<file path="src/sv/cbts_pkg.sv">
// package: shared types, constants and the segment table of the can bit timing search
`default_nettype none
package cbts_pkg;

  localparam int unsigned RATE_W  = 20;
  localparam int unsigned WORD_W  = 32;
  localparam int unsigned QUANT_W = 5;
  localparam int unsigned REM_W   = RATE_W + 1;

  localparam logic [QUANT_W-1:0] MAX_QUANTA = 5'd25;
  localparam logic [QUANT_W-1:0] MIN_QUANTA = 5'd4;

  // four quotient bits per cycle, 32 quotient bits per division
  localparam int unsigned        BITS_PER_STEP = 4;
  localparam logic [2:0]         DIV_LAST      = 3'd7;

  localparam logic [WORD_W-1:0]  NOT_FOUND_WORD  = 32'hFFFF_FFFF;
  localparam logic [WORD_W-1:0]  CLOCK_HZ_RESET  = 32'd42000000;
  localparam logic [1:0]         JUMP_WIDTH_RESET = 2'd1;

  localparam logic [0:0] REG_CLOCK_HZ   = 1'b0;
  localparam logic [0:0] REG_JUMP_WIDTH = 1'b1;

  typedef enum logic [2:0] {
    ST_IDLE,
    ST_DIV_W,
    ST_SAVE_W,
    ST_DIV_Q,
    ST_CHECK,
    ST_FINISH
  } state_t;

  typedef struct packed {
    logic accept;
    logic step;
    logic save_w;
    logic check;
    logic emit;
  } cmd_t;

  typedef struct packed {
    logic rate_zero;
    logic div_last;
    logic match;
    logic q_min;
  } sts_t;

  typedef struct packed {
    logic [3:0] s1;
    logic [2:0] s2;
  } seg_t;

  function automatic seg_t seg_split(input logic [QUANT_W-1:0] q);
    seg_t s;
    unique case (q)
      5'd3:    s = '{s1: 4'h0, s2: 3'h0};
      5'd4:    s = '{s1: 4'h1, s2: 3'h0};
      5'd5:    s = '{s1: 4'h2, s2: 3'h0};
      5'd6:    s = '{s1: 4'h2, s2: 3'h1};
      5'd7:    s = '{s1: 4'h3, s2: 3'h1};
      5'd8:    s = '{s1: 4'h4, s2: 3'h1};
      5'd9:    s = '{s1: 4'h4, s2: 3'h2};
      5'd10:   s = '{s1: 4'h5, s2: 3'h2};
      5'd11:   s = '{s1: 4'h6, s2: 3'h2};
      5'd12:   s = '{s1: 4'h7, s2: 3'h2};
      5'd13:   s = '{s1: 4'h7, s2: 3'h3};
      5'd14:   s = '{s1: 4'h8, s2: 3'h3};
      5'd15:   s = '{s1: 4'h9, s2: 3'h3};
      5'd16:   s = '{s1: 4'hA, s2: 3'h3};
      5'd17:   s = '{s1: 4'hA, s2: 3'h4};
      5'd18:   s = '{s1: 4'hB, s2: 3'h4};
      5'd19:   s = '{s1: 4'hC, s2: 3'h4};
      5'd20:   s = '{s1: 4'hD, s2: 3'h4};
      5'd21:   s = '{s1: 4'hD, s2: 3'h5};
      5'd22:   s = '{s1: 4'hE, s2: 3'h5};
      5'd23:   s = '{s1: 4'hF, s2: 3'h5};
      5'd24:   s = '{s1: 4'hF, s2: 3'h6};
      5'd25:   s = '{s1: 4'hF, s2: 3'h7};
      default: s = '{s1: 4'h0, s2: 3'h0};
    endcase
    return s;
  endfunction

endpackage
`default_nettype wire

</file>
<file path="src/sv/cbts_if.sv">
// interfaces: bit rate request channel and timing result channel
`default_nettype none
interface cbts_req_if;
  logic        valid;
  logic        ready;
  logic [19:0] bit_rate;
  modport source (output valid, output bit_rate, input ready);
  modport sink (input valid, input bit_rate, output ready);
endinterface

interface cbts_rsp_if;
  logic        valid;
  logic        ready;
  logic        found;
  logic [31:0] timing_word;
  logic [9:0]  prescaler_minus_one;
  logic [3:0]  segment_one;
  logic [2:0]  segment_two;
  modport source (output valid, output found, output timing_word,
                  output prescaler_minus_one, output segment_one,
                  output segment_two, input ready);
  modport sink (input valid, input found, input timing_word,
                input prescaler_minus_one, input segment_one,
                input segment_two, output ready);
endinterface
`default_nettype wire

</file>
<file path="src/sv/can_bit_timing_search_core.sv">
// top level: can bit timing prescaler search with apb configuration
//
//   channel   dir   beat contents
//   req       in    bit_rate
//   rsp       out   found, timing_word, prescaler_minus_one, segment_one, segment_two
//   apb       in    clock_hz (0x0), jump_width (0x4)
//
// one request at a time: accept, the division clock_hz / bit_rate,
// then a divider pass plus a check per quanta count tried, 25 down to 4
// a zero rate skips the divisions; every division runs on the shared divider
// the result register frees the search while a beat waits on rsp.ready
// synchronous reset restores clock_hz and jump_width and empties the result register
`default_nettype none
module can_bit_timing_search_core (
  input  wire logic        clk,
  input  wire logic        rst,
  input  wire logic        psel,
  input  wire logic        penable,
  input  wire logic        pwrite,
  input  wire logic [2:0]  paddr,
  input  wire logic [31:0] pwdata,
  output logic [31:0]      prdata,
  output logic             pready,
  cbts_req_if.sink         req,
  cbts_rsp_if.source       rsp
);

  logic [31:0]    clock_hz;
  logic [1:0]     jump_width;
  cbts_pkg::cmd_t cmd;
  cbts_pkg::sts_t sts;

  cbts_regs u_regs (
    .clk        (clk),
    .rst        (rst),
    .psel       (psel),
    .penable    (penable),
    .pwrite     (pwrite),
    .paddr      (paddr),
    .pwdata     (pwdata),
    .prdata     (prdata),
    .pready     (pready),
    .clock_hz   (clock_hz),
    .jump_width (jump_width)
  );

  cbts_ctrl u_ctrl (
    .clk       (clk),
    .rst       (rst),
    .req_valid (req.valid),
    .req_ready (req.ready),
    .rsp_ready (rsp.ready),
    .rsp_valid (rsp.valid),
    .sts       (sts),
    .cmd       (cmd)
  );

  cbts_dp u_dp (
    .clk                 (clk),
    .bit_rate            (req.bit_rate),
    .clock_hz            (clock_hz),
    .jump_width          (jump_width),
    .cmd                 (cmd),
    .sts                 (sts),
    .found               (rsp.found),
    .timing_word         (rsp.timing_word),
    .prescaler_minus_one (rsp.prescaler_minus_one),
    .segment_one         (rsp.segment_one),
    .segment_two         (rsp.segment_two)
  );

  a_busy_after_accept: assert property (@(posedge clk) disable iff (rst)
    (req.valid && req.ready) |=> !req.ready)
    else $error("request taken while a search is running");

  a_not_found_word: assert property (@(posedge clk) disable iff (rst)
    (rsp.valid && !rsp.found) |-> (rsp.timing_word == cbts_pkg::NOT_FOUND_WORD))
    else $error("not-found beat without all-ones timing word");

  a_found_fields: assert property (@(posedge clk) disable iff (rst)
    (rsp.valid && rsp.found) |->
      (rsp.timing_word[9:0] == rsp.prescaler_minus_one &&
       rsp.timing_word[19:16] == rsp.segment_one &&
       rsp.timing_word[22:20] == rsp.segment_two))
    else $error("timing word disagrees with its fields");

endmodule
`default_nettype wire

</file>
<file path="src/sv/cbts_regs.sv">
// apb configuration registers: peripheral clock and jump width
`default_nettype none
module cbts_regs (
  input  wire logic        clk,
  input  wire logic        rst,
  input  wire logic        psel,
  input  wire logic        penable,
  input  wire logic        pwrite,
  input  wire logic [2:0]  paddr,
  input  wire logic [31:0] pwdata,
  output logic [31:0]      prdata,
  output logic             pready,
  output logic [31:0]      clock_hz,
  output logic [1:0]       jump_width
);

  logic wr_en;

  assign pready = 1'b1;
  assign wr_en  = psel && penable && pwrite && pready;

  always_ff @(posedge clk) begin
    if (rst) begin
      clock_hz   <= cbts_pkg::CLOCK_HZ_RESET;
      jump_width <= cbts_pkg::JUMP_WIDTH_RESET;
    end else if (wr_en) begin
      unique case (paddr[2])
        cbts_pkg::REG_CLOCK_HZ:   clock_hz   <= pwdata;
        cbts_pkg::REG_JUMP_WIDTH: jump_width <= pwdata[1:0];
        default:                  clock_hz   <= clock_hz;
      endcase
    end
  end

  always_comb begin
    unique case (paddr[2])
      cbts_pkg::REG_CLOCK_HZ:   prdata = clock_hz;
      cbts_pkg::REG_JUMP_WIDTH: prdata = {30'd0, jump_width};
      default:                  prdata = '0;
    endcase
  end

endmodule
`default_nettype wire

</file>
<file path="src/sv/cbts_ctrl.sv">
// controller: sequences the rate division, the quanta search and the result beat
`default_nettype none
module cbts_ctrl (
  input  wire logic            clk,
  input  wire logic            rst,
  input  wire logic            req_valid,
  output logic                 req_ready,
  input  wire logic            rsp_ready,
  output logic                 rsp_valid,
  input  wire cbts_pkg::sts_t  sts,
  output cbts_pkg::cmd_t       cmd
);

  cbts_pkg::state_t state, state_next;
  logic             rsp_valid_next;

  always_ff @(posedge clk) begin
    if (rst) begin
      state     <= cbts_pkg::ST_IDLE;
      rsp_valid <= 1'b0;
    end else begin
      state     <= state_next;
      rsp_valid <= rsp_valid_next;
    end
  end

  always_comb begin
    state_next = state;
    cmd        = '0;
    req_ready  = 1'b0;
    unique case (state)
      cbts_pkg::ST_IDLE: begin
        req_ready = !rst;
        if (req_valid && req_ready) begin
          cmd.accept = 1'b1;
          state_next = sts.rate_zero ? cbts_pkg::ST_FINISH : cbts_pkg::ST_DIV_W;
        end
      end
      cbts_pkg::ST_DIV_W: begin
        cmd.step = 1'b1;
        if (sts.div_last) state_next = cbts_pkg::ST_SAVE_W;
      end
      cbts_pkg::ST_SAVE_W: begin
        cmd.save_w = 1'b1;
        state_next = cbts_pkg::ST_DIV_Q;
      end
      cbts_pkg::ST_DIV_Q: begin
        cmd.step = 1'b1;
        if (sts.div_last) state_next = cbts_pkg::ST_CHECK;
      end
      cbts_pkg::ST_CHECK: begin
        cmd.check  = 1'b1;
        state_next = (sts.match || sts.q_min) ? cbts_pkg::ST_FINISH : cbts_pkg::ST_DIV_Q;
      end
      cbts_pkg::ST_FINISH: begin
        if (!rsp_valid || rsp_ready) begin
          cmd.emit   = 1'b1;
          state_next = cbts_pkg::ST_IDLE;
        end
      end
      default: state_next = cbts_pkg::ST_IDLE;
    endcase
  end

  always_comb begin
    if (cmd.emit) rsp_valid_next = 1'b1;
    else if (rsp_ready) rsp_valid_next = 1'b0;
    else rsp_valid_next = rsp_valid;
  end

endmodule
`default_nettype wire

</file>
<file path="src/sv/cbts_dp.sv">
// datapath: radix-16 divider, range check, segment lookup and result register
`default_nettype none
module cbts_dp (
  input  wire logic                 clk,
  input  wire logic [19:0]          bit_rate,
  input  wire logic [31:0]          clock_hz,
  input  wire logic [1:0]           jump_width,
  input  wire cbts_pkg::cmd_t       cmd,
  output cbts_pkg::sts_t            sts,
  output logic                      found,
  output logic [31:0]               timing_word,
  output logic [9:0]                prescaler_minus_one,
  output logic [3:0]                segment_one,
  output logic [2:0]                segment_two
);

  localparam int unsigned RW = cbts_pkg::REM_W;

  logic [31:0]   num, num_next;
  logic [19:0]   den;
  logic [RW-1:0] rem, rem_next;
  logic [31:0]   quo, quo_next;
  logic [2:0]    cnt;
  logic [31:0]   w;
  logic [4:0]    q;
  logic          hit;
  logic [9:0]    presc;
  logic [4:0]    sel_q;

  logic [31:0]   dm1;
  logic [36:0]   lo_prod;
  logic          lo_ok;
  logic          hi_ok;
  cbts_pkg::seg_t seg;

  // four restoring steps per cycle
  always_comb begin
    logic [RW-1:0] r;
    logic [RW-1:0] t;
    logic [31:0]   n;
    logic [31:0]   qq;
    r = rem;
    n = num;
    qq = quo;
    for (int i = 0; i < cbts_pkg::BITS_PER_STEP; i++) begin
      t = {r[RW-2:0], n[31]};
      n = {n[30:0], 1'b0};
      if (t >= {1'b0, den}) begin
        r  = t - {1'b0, den};
        qq = {qq[30:0], 1'b1};
      end else begin
        r  = t;
        qq = {qq[30:0], 1'b0};
      end
    end
    rem_next = r;
    num_next = n;
    quo_next = qq;
  end

  // divider window: w/24 + 2 <= d <= w/4 + 1, written without dividing
  assign dm1     = quo - 32'd1;
  assign lo_prod = {1'b0, dm1, 4'b0} + {2'b0, dm1, 3'b0};
  assign lo_ok   = (quo >= 32'd2) && (lo_prod > {5'd0, w});
  assign hi_ok   = (quo == 32'd0) || ({dm1, 2'b0} <= {2'b0, w});

  assign sts.rate_zero = (bit_rate == 20'd0);
  assign sts.div_last  = (cnt == cbts_pkg::DIV_LAST);
  assign sts.match     = (rem == '0) && lo_ok && hi_ok;
  assign sts.q_min     = (q == cbts_pkg::MIN_QUANTA);

  assign seg = cbts_pkg::seg_split(sel_q);

  always_ff @(posedge clk) begin
    if (cmd.accept) begin
      num <= clock_hz;
      den <= bit_rate;
      rem <= '0;
      cnt <= '0;
      hit <= 1'b0;
    end else if (cmd.step) begin
      num <= num_next;
      rem <= rem_next;
      quo <= quo_next;
      cnt <= cnt + 3'd1;
    end else if (cmd.save_w) begin
      w   <= quo;
      num <= quo;
      den <= {15'd0, cbts_pkg::MAX_QUANTA};
      q   <= cbts_pkg::MAX_QUANTA;
      rem <= '0;
      cnt <= '0;
    end else if (cmd.check) begin
      if (sts.match) begin
        hit   <= 1'b1;
        presc <= dm1[9:0];
        sel_q <= q;
      end
      num <= w;
      den <= {15'd0, q - 5'd1};
      q   <= q - 5'd1;
      rem <= '0;
      cnt <= '0;
    end
  end

  always_ff @(posedge clk) begin
    if (cmd.emit) begin
      found <= hit;
      if (hit) begin
        timing_word         <= {6'd0, jump_width, 1'b0, seg.s2, seg.s1, 6'd0, presc};
        prescaler_minus_one <= presc;
        segment_one         <= seg.s1;
        segment_two         <= seg.s2;
      end else begin
        timing_word         <= cbts_pkg::NOT_FOUND_WORD;
        prescaler_minus_one <= '0;
        segment_one         <= '0;
        segment_two         <= '0;
      end
    end
  end

endmodule
`default_nettype wire
</file>
<file path="src/flat_wrapper.sv">
// flat-port wrapper written by rule: the top's interface ports become plain ports
module can_bit_timing_search_core_flat 
  (clk, rst, psel, penable, pwrite, paddr, pwdata, prdata, pready, req_valid, req_bit_rate, req_ready, rsp_valid, rsp_found, rsp_timing_word, rsp_prescaler_minus_one, rsp_segment_one, rsp_segment_two, rsp_ready);
  cbts_req_if req_i ();
  cbts_rsp_if rsp_i ();
  input  wire logic clk;
  input  wire logic rst;
  input  wire logic psel;
  input  wire logic penable;
  input  wire logic pwrite;
  input  wire logic [2:0] paddr;
  input  wire logic [31:0] pwdata;
  output logic [31:0] prdata;
  output logic pready;
  input wire logic [$bits(req_i.valid)-1:0] req_valid;
  input wire logic [$bits(req_i.bit_rate)-1:0] req_bit_rate;
  output wire logic [$bits(req_i.ready)-1:0] req_ready;
  output wire logic [$bits(rsp_i.valid)-1:0] rsp_valid;
  output wire logic [$bits(rsp_i.found)-1:0] rsp_found;
  output wire logic [$bits(rsp_i.timing_word)-1:0] rsp_timing_word;
  output wire logic [$bits(rsp_i.prescaler_minus_one)-1:0] rsp_prescaler_minus_one;
  output wire logic [$bits(rsp_i.segment_one)-1:0] rsp_segment_one;
  output wire logic [$bits(rsp_i.segment_two)-1:0] rsp_segment_two;
  input wire logic [$bits(rsp_i.ready)-1:0] rsp_ready;
  assign req_i.valid = req_valid;
  assign req_i.bit_rate = req_bit_rate;
  assign req_ready = req_i.ready;
  assign rsp_valid = rsp_i.valid;
  assign rsp_found = rsp_i.found;
  assign rsp_timing_word = rsp_i.timing_word;
  assign rsp_prescaler_minus_one = rsp_i.prescaler_minus_one;
  assign rsp_segment_one = rsp_i.segment_one;
  assign rsp_segment_two = rsp_i.segment_two;
  assign rsp_i.ready = rsp_ready;
  can_bit_timing_search_core u_core (.clk(clk), .rst(rst), .psel(psel), .penable(penable), .pwrite(pwrite), .paddr(paddr), .pwdata(pwdata), .prdata(prdata), .pready(pready), .req(req_i), .rsp(rsp_i));
endmodule
</file>
<file path="config.mk">
export PLATFORM = sky130hd
export DESIGN_NAME = can_bit_timing_search_core_flat
export DESIGN_NICKNAME = d
export VERILOG_FILES = /design/src/sv/cbts_pkg.sv /design/src/sv/cbts_if.sv /design/src/sv/can_bit_timing_search_core.sv /design/src/sv/cbts_regs.sv /design/src/sv/cbts_ctrl.sv /design/src/sv/cbts_dp.sv /design/src/flat_wrapper.sv
export SDC_FILE = /design/constraint.sdc
export NUM_CORES = 1
export LEC_CHECK = 0
export BUFFER_PORTS_ARGS = -buffer_cell sky130_fd_sc_hd__buf_2
export CORE_AREA = 2 2 155 309
export DETAILED_ROUTE_END_ITERATION = 7
export DIE_AREA = 0 0 157 311
export PLACE_DENSITY = 0.58
export SLEW_MARGIN = 10
export SYNTH_ARGS = -nofsm -noshare
export SYNTH_HDL_FRONTEND = slang
export SYNTH_SLANG_ARGS = --single-unit
</file>
<file path="constraint.sdc">
create_clock -name clk -period 11.5 [get_ports clk]
set_clock_uncertainty 0.05 [all_clocks]
set_input_delay 1.725 -clock clk [delete_from_list [all_inputs] [get_ports clk]]
set_output_delay 1.725 -clock clk [all_outputs]
set_load 0.02 [all_outputs]
</file>
### Word level (Yosys, flattened, before mapping)

Memory sizes are Yosys's and may differ from the RTL's. A register that Yosys moved wholly into a read port is not among the register bits.
Index checks and enable logic that the tools add are counted.

* add/subtract/negate cells: 8
* $lt $le $gt $ge: 7
* equal/unequal tests: 12
* muxes and demuxes: 43
* bitwise operators: 4
* reduce and logical (&&, ||, !) cells: 30

Operators by type and width (number)
* $mux 32: 5
* $mux 20: 7
* $ge 21x20->1: 4
* $mux 21: 4
* $pmux 32 s2: 1
* $sub 20x20->20: 3
* $add 36x35->37: 1
* $gt 37x32->1: 1
* $le 34x32->1: 1
* $ge 32x2->1 const B: 1
* $logic_not 32->1: 1
* $sub 32x1->32 const B: 1
* $mux 3: 9
* $logic_not 21->1: 1
* $sub 21x20->21: 1
* $logic_not 20->1: 1
* $pmux 3 s6: 1
* $mux 1: 14
* $mux 5: 2
* $eq 3x3->1 const B: 3
* $reduce_and 2->1: 4
* $reduce_and 4->1: 2
* $eq 3x2->1 const B: 2
* $logic_and 1x1->1: 6
* 16 further kinds: 28

* bits in registers: 249
* ROM bits: 224
* input bits: 62
* output and inout port bits: 85
* word-level logic and storage cells: 125
* memories: 1

Memory list
* (no name shown): depth 32, width 7, rd ports 1, clocked after memory_dff 1, write ports 0, line cbts_pkg.sv:55 `unique case (q)`

### Depth between registers and ports, before layout

* depth after elaboration: 9
* gate-level depth with buffers: 51
* depth with buffers taken out: 47

### By module

Synthesis repeated with hierarchy kept, for this count alone.

* cell total of the unflattened synthesis: 2001
* area, all modules: 18806.8 um^2

By module, submodules not included
* cbts_dp: instances 1, cells each 1776, area each 16752.3 um^2, sequential area each 5865.6 um^2
* cbts_regs: instances 1, cells each 185, area each 1739.2 um^2, sequential area each 680.7 um^2
* cbts_ctrl: instances 1, cells each 40, area each 315.3 um^2, sequential area each 80.1 um^2

### Worst setup path after synthesis

Ideal clock, no wire load.

* path type: reg2reg
* start point: register u_core.u_dp.den[1]
* end point: register u_core.u_dp.rem[11]
* library setup time: 0.126 ns
* arrival: 10.375 ns
* data required time: 11.324 ns
* setup slack: 0.949 ns
* stages on the path, launching flop included: 48
* path buffers: 3
* period minus slack after synthesis: 10.551 ns
* cells stage by stage: edfxtp_1 -> inv_1 -> fa_1 -> a21o_1 -> a21o_1 -> a2111oi_0 -> nor2_1 -> o41a_1 -> a21o_1 -> a21oi_1 -> xor2_1 -> o21ai_0 -> ha_1 -> a21o_1 -> a21o_1 -> a21oi_1 -> o2111ai_1 -> a221oi_4 -> (+12 left out) -> o21ai_0 -> and2_1 -> buf_6 -> mux2_2 -> ha_1 -> a21o_1 -> a21o_1 -> a21o_1 -> a21o_1 -> a211o_1 -> a221o_1 -> o31ai_2 -> a21oi_1 -> a211oi_1 -> nor2_4 -> buf_6 -> a32oi_1 -> o31ai_1

* word-level cells in the longest chain between the ends: 9
* elaborated cells on any way between the ends: 13
* classes of those cells: add/sub (4); order compare (4); mux (5)

RTL lines
* start, declared: line cbts_dp.sv:20 `logic [19:0] den;`
* start signal, assigned: line cbts_dp.sv:77 `den <= bit_rate;`
* start signal, assigned: line cbts_dp.sv:89 `den <= {15'd0, cbts_pkg::MAX_QUANTA};`
* start signal, assigned: line cbts_dp.sv:100 `den <= {15'd0, q - 5'd1};`
* $sub 20x20->20 / $ge 21x20->1 (equally long branches): line cbts_dp.sv:49, cbts_dp.sv:48
* $mux 20: line cbts_dp.sv:48 `if (t >= {1'b0, den}) begin`
* $sub 20x20->20 / $ge 21x20->1 (equally long branches): line cbts_dp.sv:49, cbts_dp.sv:48
* $mux 20: line cbts_dp.sv:48
* $sub 20x20->20 / $ge 21x20->1 (equally long branches): line cbts_dp.sv:49, cbts_dp.sv:48
* $mux 20: line cbts_dp.sv:48
* $sub 21x20->21 / $ge 21x20->1 (equally long branches): line cbts_dp.sv:49, cbts_dp.sv:48
* $mux 21 *: line cbts_dp.sv:48
* $mux 21 *: line cbts_dp.sv:81 `end else if (cmd.step) begin`
* end signal, assigned: line cbts_dp.sv:83 `rem <= rem_next;`
* end, declared: line cbts_dp.sv:21 `logic [RW-1:0] rem, rem_next;`

Mark *: on every way between the ends. The rest lies on a longest branch, timed or not.
A chain may end at the register's enable or synchronous reset.

### Final worst setup path

* start point: register u_core.u_dp.num[31]
* end point: register u_core.u_dp.rem[16]

* word-level cells in the longest chain between the ends: 9
* elaborated cells on any way between the ends: 13
* classes of those cells: add/sub (4); order compare (4); mux (5)

RTL lines
* start, declared: line cbts_dp.sv:19 `logic [31:0] num, num_next;`
* start signal, assigned: line cbts_dp.sv:76 `num <= clock_hz;`
* start signal, assigned: line cbts_dp.sv:82 `num <= num_next;`
* start signal, assigned: line cbts_dp.sv:88 `num <= quo;`
* $sub 20x20->20 / $ge 21x20->1 (equally long branches): line cbts_dp.sv:49, cbts_dp.sv:48
* $mux 20 *: line cbts_dp.sv:48
* $sub 20x20->20 / $ge 21x20->1 (equally long branches): line cbts_dp.sv:49, cbts_dp.sv:48
* $mux 20 *: line cbts_dp.sv:48
* $sub 20x20->20 / $ge 21x20->1 (equally long branches): line cbts_dp.sv:49, cbts_dp.sv:48
* $mux 20 *: line cbts_dp.sv:48
* $sub 21x20->21 / $ge 21x20->1 (equally long branches): line cbts_dp.sv:49, cbts_dp.sv:48
* $mux 21 *: line cbts_dp.sv:48
* $mux 21 *: line cbts_dp.sv:81

Marked as above.

==> impl_metrics.env <==
export IMPL_std_cell_rows=112
export IMPL_drt_vias_per_instance=5.429
export IMPL_grt_setup_unrepaired="false"
export IMPL_syn_num_nets=2279
export IMPL_ports=147
export IMPL_antenna_cells_inserted=0
export IMPL_numCtsBuffers=23
export IMPL_critPathMaxFanout=14
export IMPL_avgSynthCellArea_um2=9.116
export IMPL_synth_sequential_area_ratio_pct=35.86
export IMPL_maxCapViolations=0
export IMPL_critical_path_slowest_cell="o41a_1"
export IMPL_grt_util_all_layers_pct=19.41
export IMPL_hold_viol=0
export IMPL_die_outline_height_um=311
export IMPL_synth_simple_gate_area_share_pct=17.92
export IMPL_grt_max_degree=75
export IMPL_antenna_found_initial=0
export IMPL_clock_path_buffers=3
export IMPL_cts_max_level=1
export IMPL_route_antenna_remaining_nets=0
export IMPL_totalNegativeSetupSlack_ns=0
export IMPL_synth_xor_area_share_pct=5.539
export IMPL_yosys_top_cell_area_share_pct=28.28
export IMPL_synthMuxAreaShare_pct=3.765
export IMPL_clk_insertion_delay_late_ns=0.56
export IMPL_initial_utilization_pct=39.84
export IMPL_timing_worst_slew_pin_value_ns=1.190
export IMPL_route_detailed_wl_per_inst_um=17.34
export IMPL_type_of_element_launching_the_critical_path="register"
export IMPL_cts_tree="done"
export IMPL_synth_seq_cells=244
export IMPL_route_final_wire_length_mm=48.70
export IMPL_synthesis_area_mm2=0.01848
export IMPL_crit_path_end_kind="register"
export IMPL_vias_in_the_first_global_route=14310
export IMPL_grt_pass1_wl_mm=76.11
export IMPL_place_congestion=0.8964
export IMPL_die_w_um=157
export IMPL_cts_reportedPaths_clkPinSlew_ns=0.07
export IMPL_congestion_overflow_gr=0
export IMPL_worst_endpoint_required_ns=11.86
export IMPL_cp_arrival_ns=11.18
export IMPL_ctsRootBufferMaster="clkbuf_16"
export IMPL_setup_viol_count_final=0
export IMPL_timing_final_crit_period_ns=10.82
export IMPL_hold_crit_path_type="reg2reg"
export IMPL_finalNetCount=2416
export IMPL_dominant_combinational_cell_family_by_area_after_synthesis="compound AO/OA/AOI/OAI gates"
export IMPL_drc=0
export IMPL_detailedPlacementHpwl_mm=38.22
export IMPL_ctsHoldBuffers=0
export IMPL_criticalPathCategory="reg2reg"
export IMPL_most_instantiated_flip_flop_cell_in_the_synthesis_netlist="edfxtp_1"
export IMPL_yosysMostFrequentCell="nand2_1"
export IMPL_async_flop_share_pct=0
export IMPL_post_synthesis_share_of_cell_area_spent_on_full_adders_half_adders_and_majority_gates_pct=13.07
export IMPL_syn2layout_area_growth_pct=12.71
export IMPL_syn_inst=2027
export IMPL_drt_pass1_iterations=5
export IMPL_max_clock_freq_ghz=0.09239
export IMPL_detailedRoute_firstIterationViolations=1026
export IMPL_yosys_top_cells_area="edfxtp_1 28%, ha_1 13%, dfxtp_1 7.6%"
export IMPL_synth_edff_count=174
export IMPL_design_core_area_mm2=0.04638
export IMPL_yosysWarningCount=0
export IMPL_number_of_unique_standard_cell_types_used_by_synthesis=96
export IMPL_synth_compound_gate_area_share_pct=19.29
export IMPL_netlist_top_cell_by_area="edfxtp_1"
export IMPL_numClockSinks=244
export IMPL_final_layout_size_suffix_gt1_share_pct=13.98
export IMPL_crit_path_max_incr_delay_ns=0.45
export IMPL_final_max_slew_violation_count=0
export IMPL_crit_top_cell="a21o_1"
export IMPL_io_buffers=143
export IMPL_top_cells_by_count_synth="206 x nand2_1, 185 x ha_1, 174 x edfxtp_1"
export IMPL_slew_limit_headroom_pct=20.69
export IMPL_detailroute_via_count=15250
export IMPL_result_of_the_run="complete, no violations"
export IMPL_die_area_mm2=0.04883
export IMPL_part_of_the_cycle_the_worst_path_needs_pct=94.12
==> timing repair <==
| action | CTS | global route |
|---|---|---|
| buffers inserted | 0 | 7 |
| gates resized for setup | 0 | 11 |
| setup endpoints to repair | 0 | 22 |
==> cell usage in the layout, fill, tap and decap left out, types with 42 or more instances in the layout <==
| master | count |
|---|---|
| nand2_1 | 206 |
| ha_1 | 185 |
| edfxtp_1 | 174 |
| a21oi_1 | 161 |
| buf_2 | 143 |
| nor2_1 | 136 |
| inv_1 | 113 |
| o21ai_0 | 109 |
| dfxtp_1 | 70 |
| a21o_1 | 65 |
| xnor2_1 | 63 |
| xor2_1 | 52 |
| nor2b_1 | 47 |
| nor3_1 | 45 |
| buf_4 | 44 |
| and2_1 | 42 |
==> critical path, delay by kind of cell (launching register included) <==
kind	cells	cell delay [ns]
simple gates	5	0.74
xor+xnor	1	0.17
mux	2	0.59
compound gates	29	6.16
fa+ha+maj	5	1.57
buf+inv	6	0.90
flops	1	0.44
==> sequential cells by signal, summed over array words and instances (netlist names), 7 cells and up <==
register and flops:
u_core.u_dp.quo 32, u_core.u_dp.rem 21, u_core.u_dp.prescaler_minus_one 10, u_core.u_dp.timing_word 20, u_core.u_dp.w 32, u_core.u_dp.den 20, u_core.u_regs.clock_hz 32, u_core.u_dp.num 32
u_core.u_dp.presc 10, u_core.u_dp.seg 7
==> cell families (layout without fill, tap and decap cells) <==
logic type / count (synthesis) / count (layout)
AO/OA/AOI/OAI: 555 / 555
XOR/XNOR: 116 / 116
adder cells (fa/ha/maj): 190 / 190
buffers and inverters: 196 / 349
flip-flops: 244 / 244
multiplexers: 63 / 63
other: 1 / 1
AND/OR/NAND/NOR: 662 / 663
==> routing by layer <==
layer  part of all wire (%)  track usage [%]
met1                     49            28.81
met2                     45            30.98
met3                    4.4            1.379
met4                    1.7            3.857
met5                      0                0
==> through the flow <==
stage | hold slack (ns) | worst slack [ns] | util [%] | std cells | cell area [um2]
6_report | 0.4145 | 0.6759 | 44.90 | 2808 | 20830
5_1_grt | 0.4376 | 0.01609 | 44.90 | 2808 | 20830
4_1_cts | 0.4183 | 0.2618 | 44.65 | 2800 | 20710
3_5_place_dp | 0.4008 | 0.2928 | 42.93 | 2758 | 19910
3_3_place_gp | 0.4019 | 0.3642 | 42.93 | 2758 | 19910
2_1_floorplan | 0.3706 | 0.9489 | - | 2027 | 18480
==> cell type report <==
type	instances	area, um2
Sequential cell	244	6626
Tap cell	627	784.5
Clock inverter	8	100.1
Timing Repair Buffer	189	1086
Multi-Input combinational cell	1588	11090
Fill cell	4512	25560
Clock buffer	34	699.4
Inverter	118	445.4
==> final timing paths <==
kind / startpoint / endpoint / slack (ns) / depth (start not counted)
max: u_core.u_dp.num[31]$_DFFE_PP_ / u_core.u_dp.rem[16]$_SDFFE_PP0P_ / 0.68 / 48
min: u_core.u_regs.clock_hz[3]$_SDFFE_PP0P_ / u_core.u_regs.clock_hz[3]$_SDFFE_PP0P_ / 0.41 / 2
max reg2reg: u_core.u_dp.num[31]$_DFFE_PP_ / u_core.u_dp.rem[16]$_SDFFE_PP0P_ / 0.68 / 48
min reg2reg: u_core.u_regs.clock_hz[3]$_SDFFE_PP0P_ / u_core.u_regs.clock_hz[3]$_SDFFE_PP0P_ / 0.41 / 2
Power is left out: the tool's default activity adds up to more than one toggle a clock period on the data nets, which glitch-free logic cannot reach.
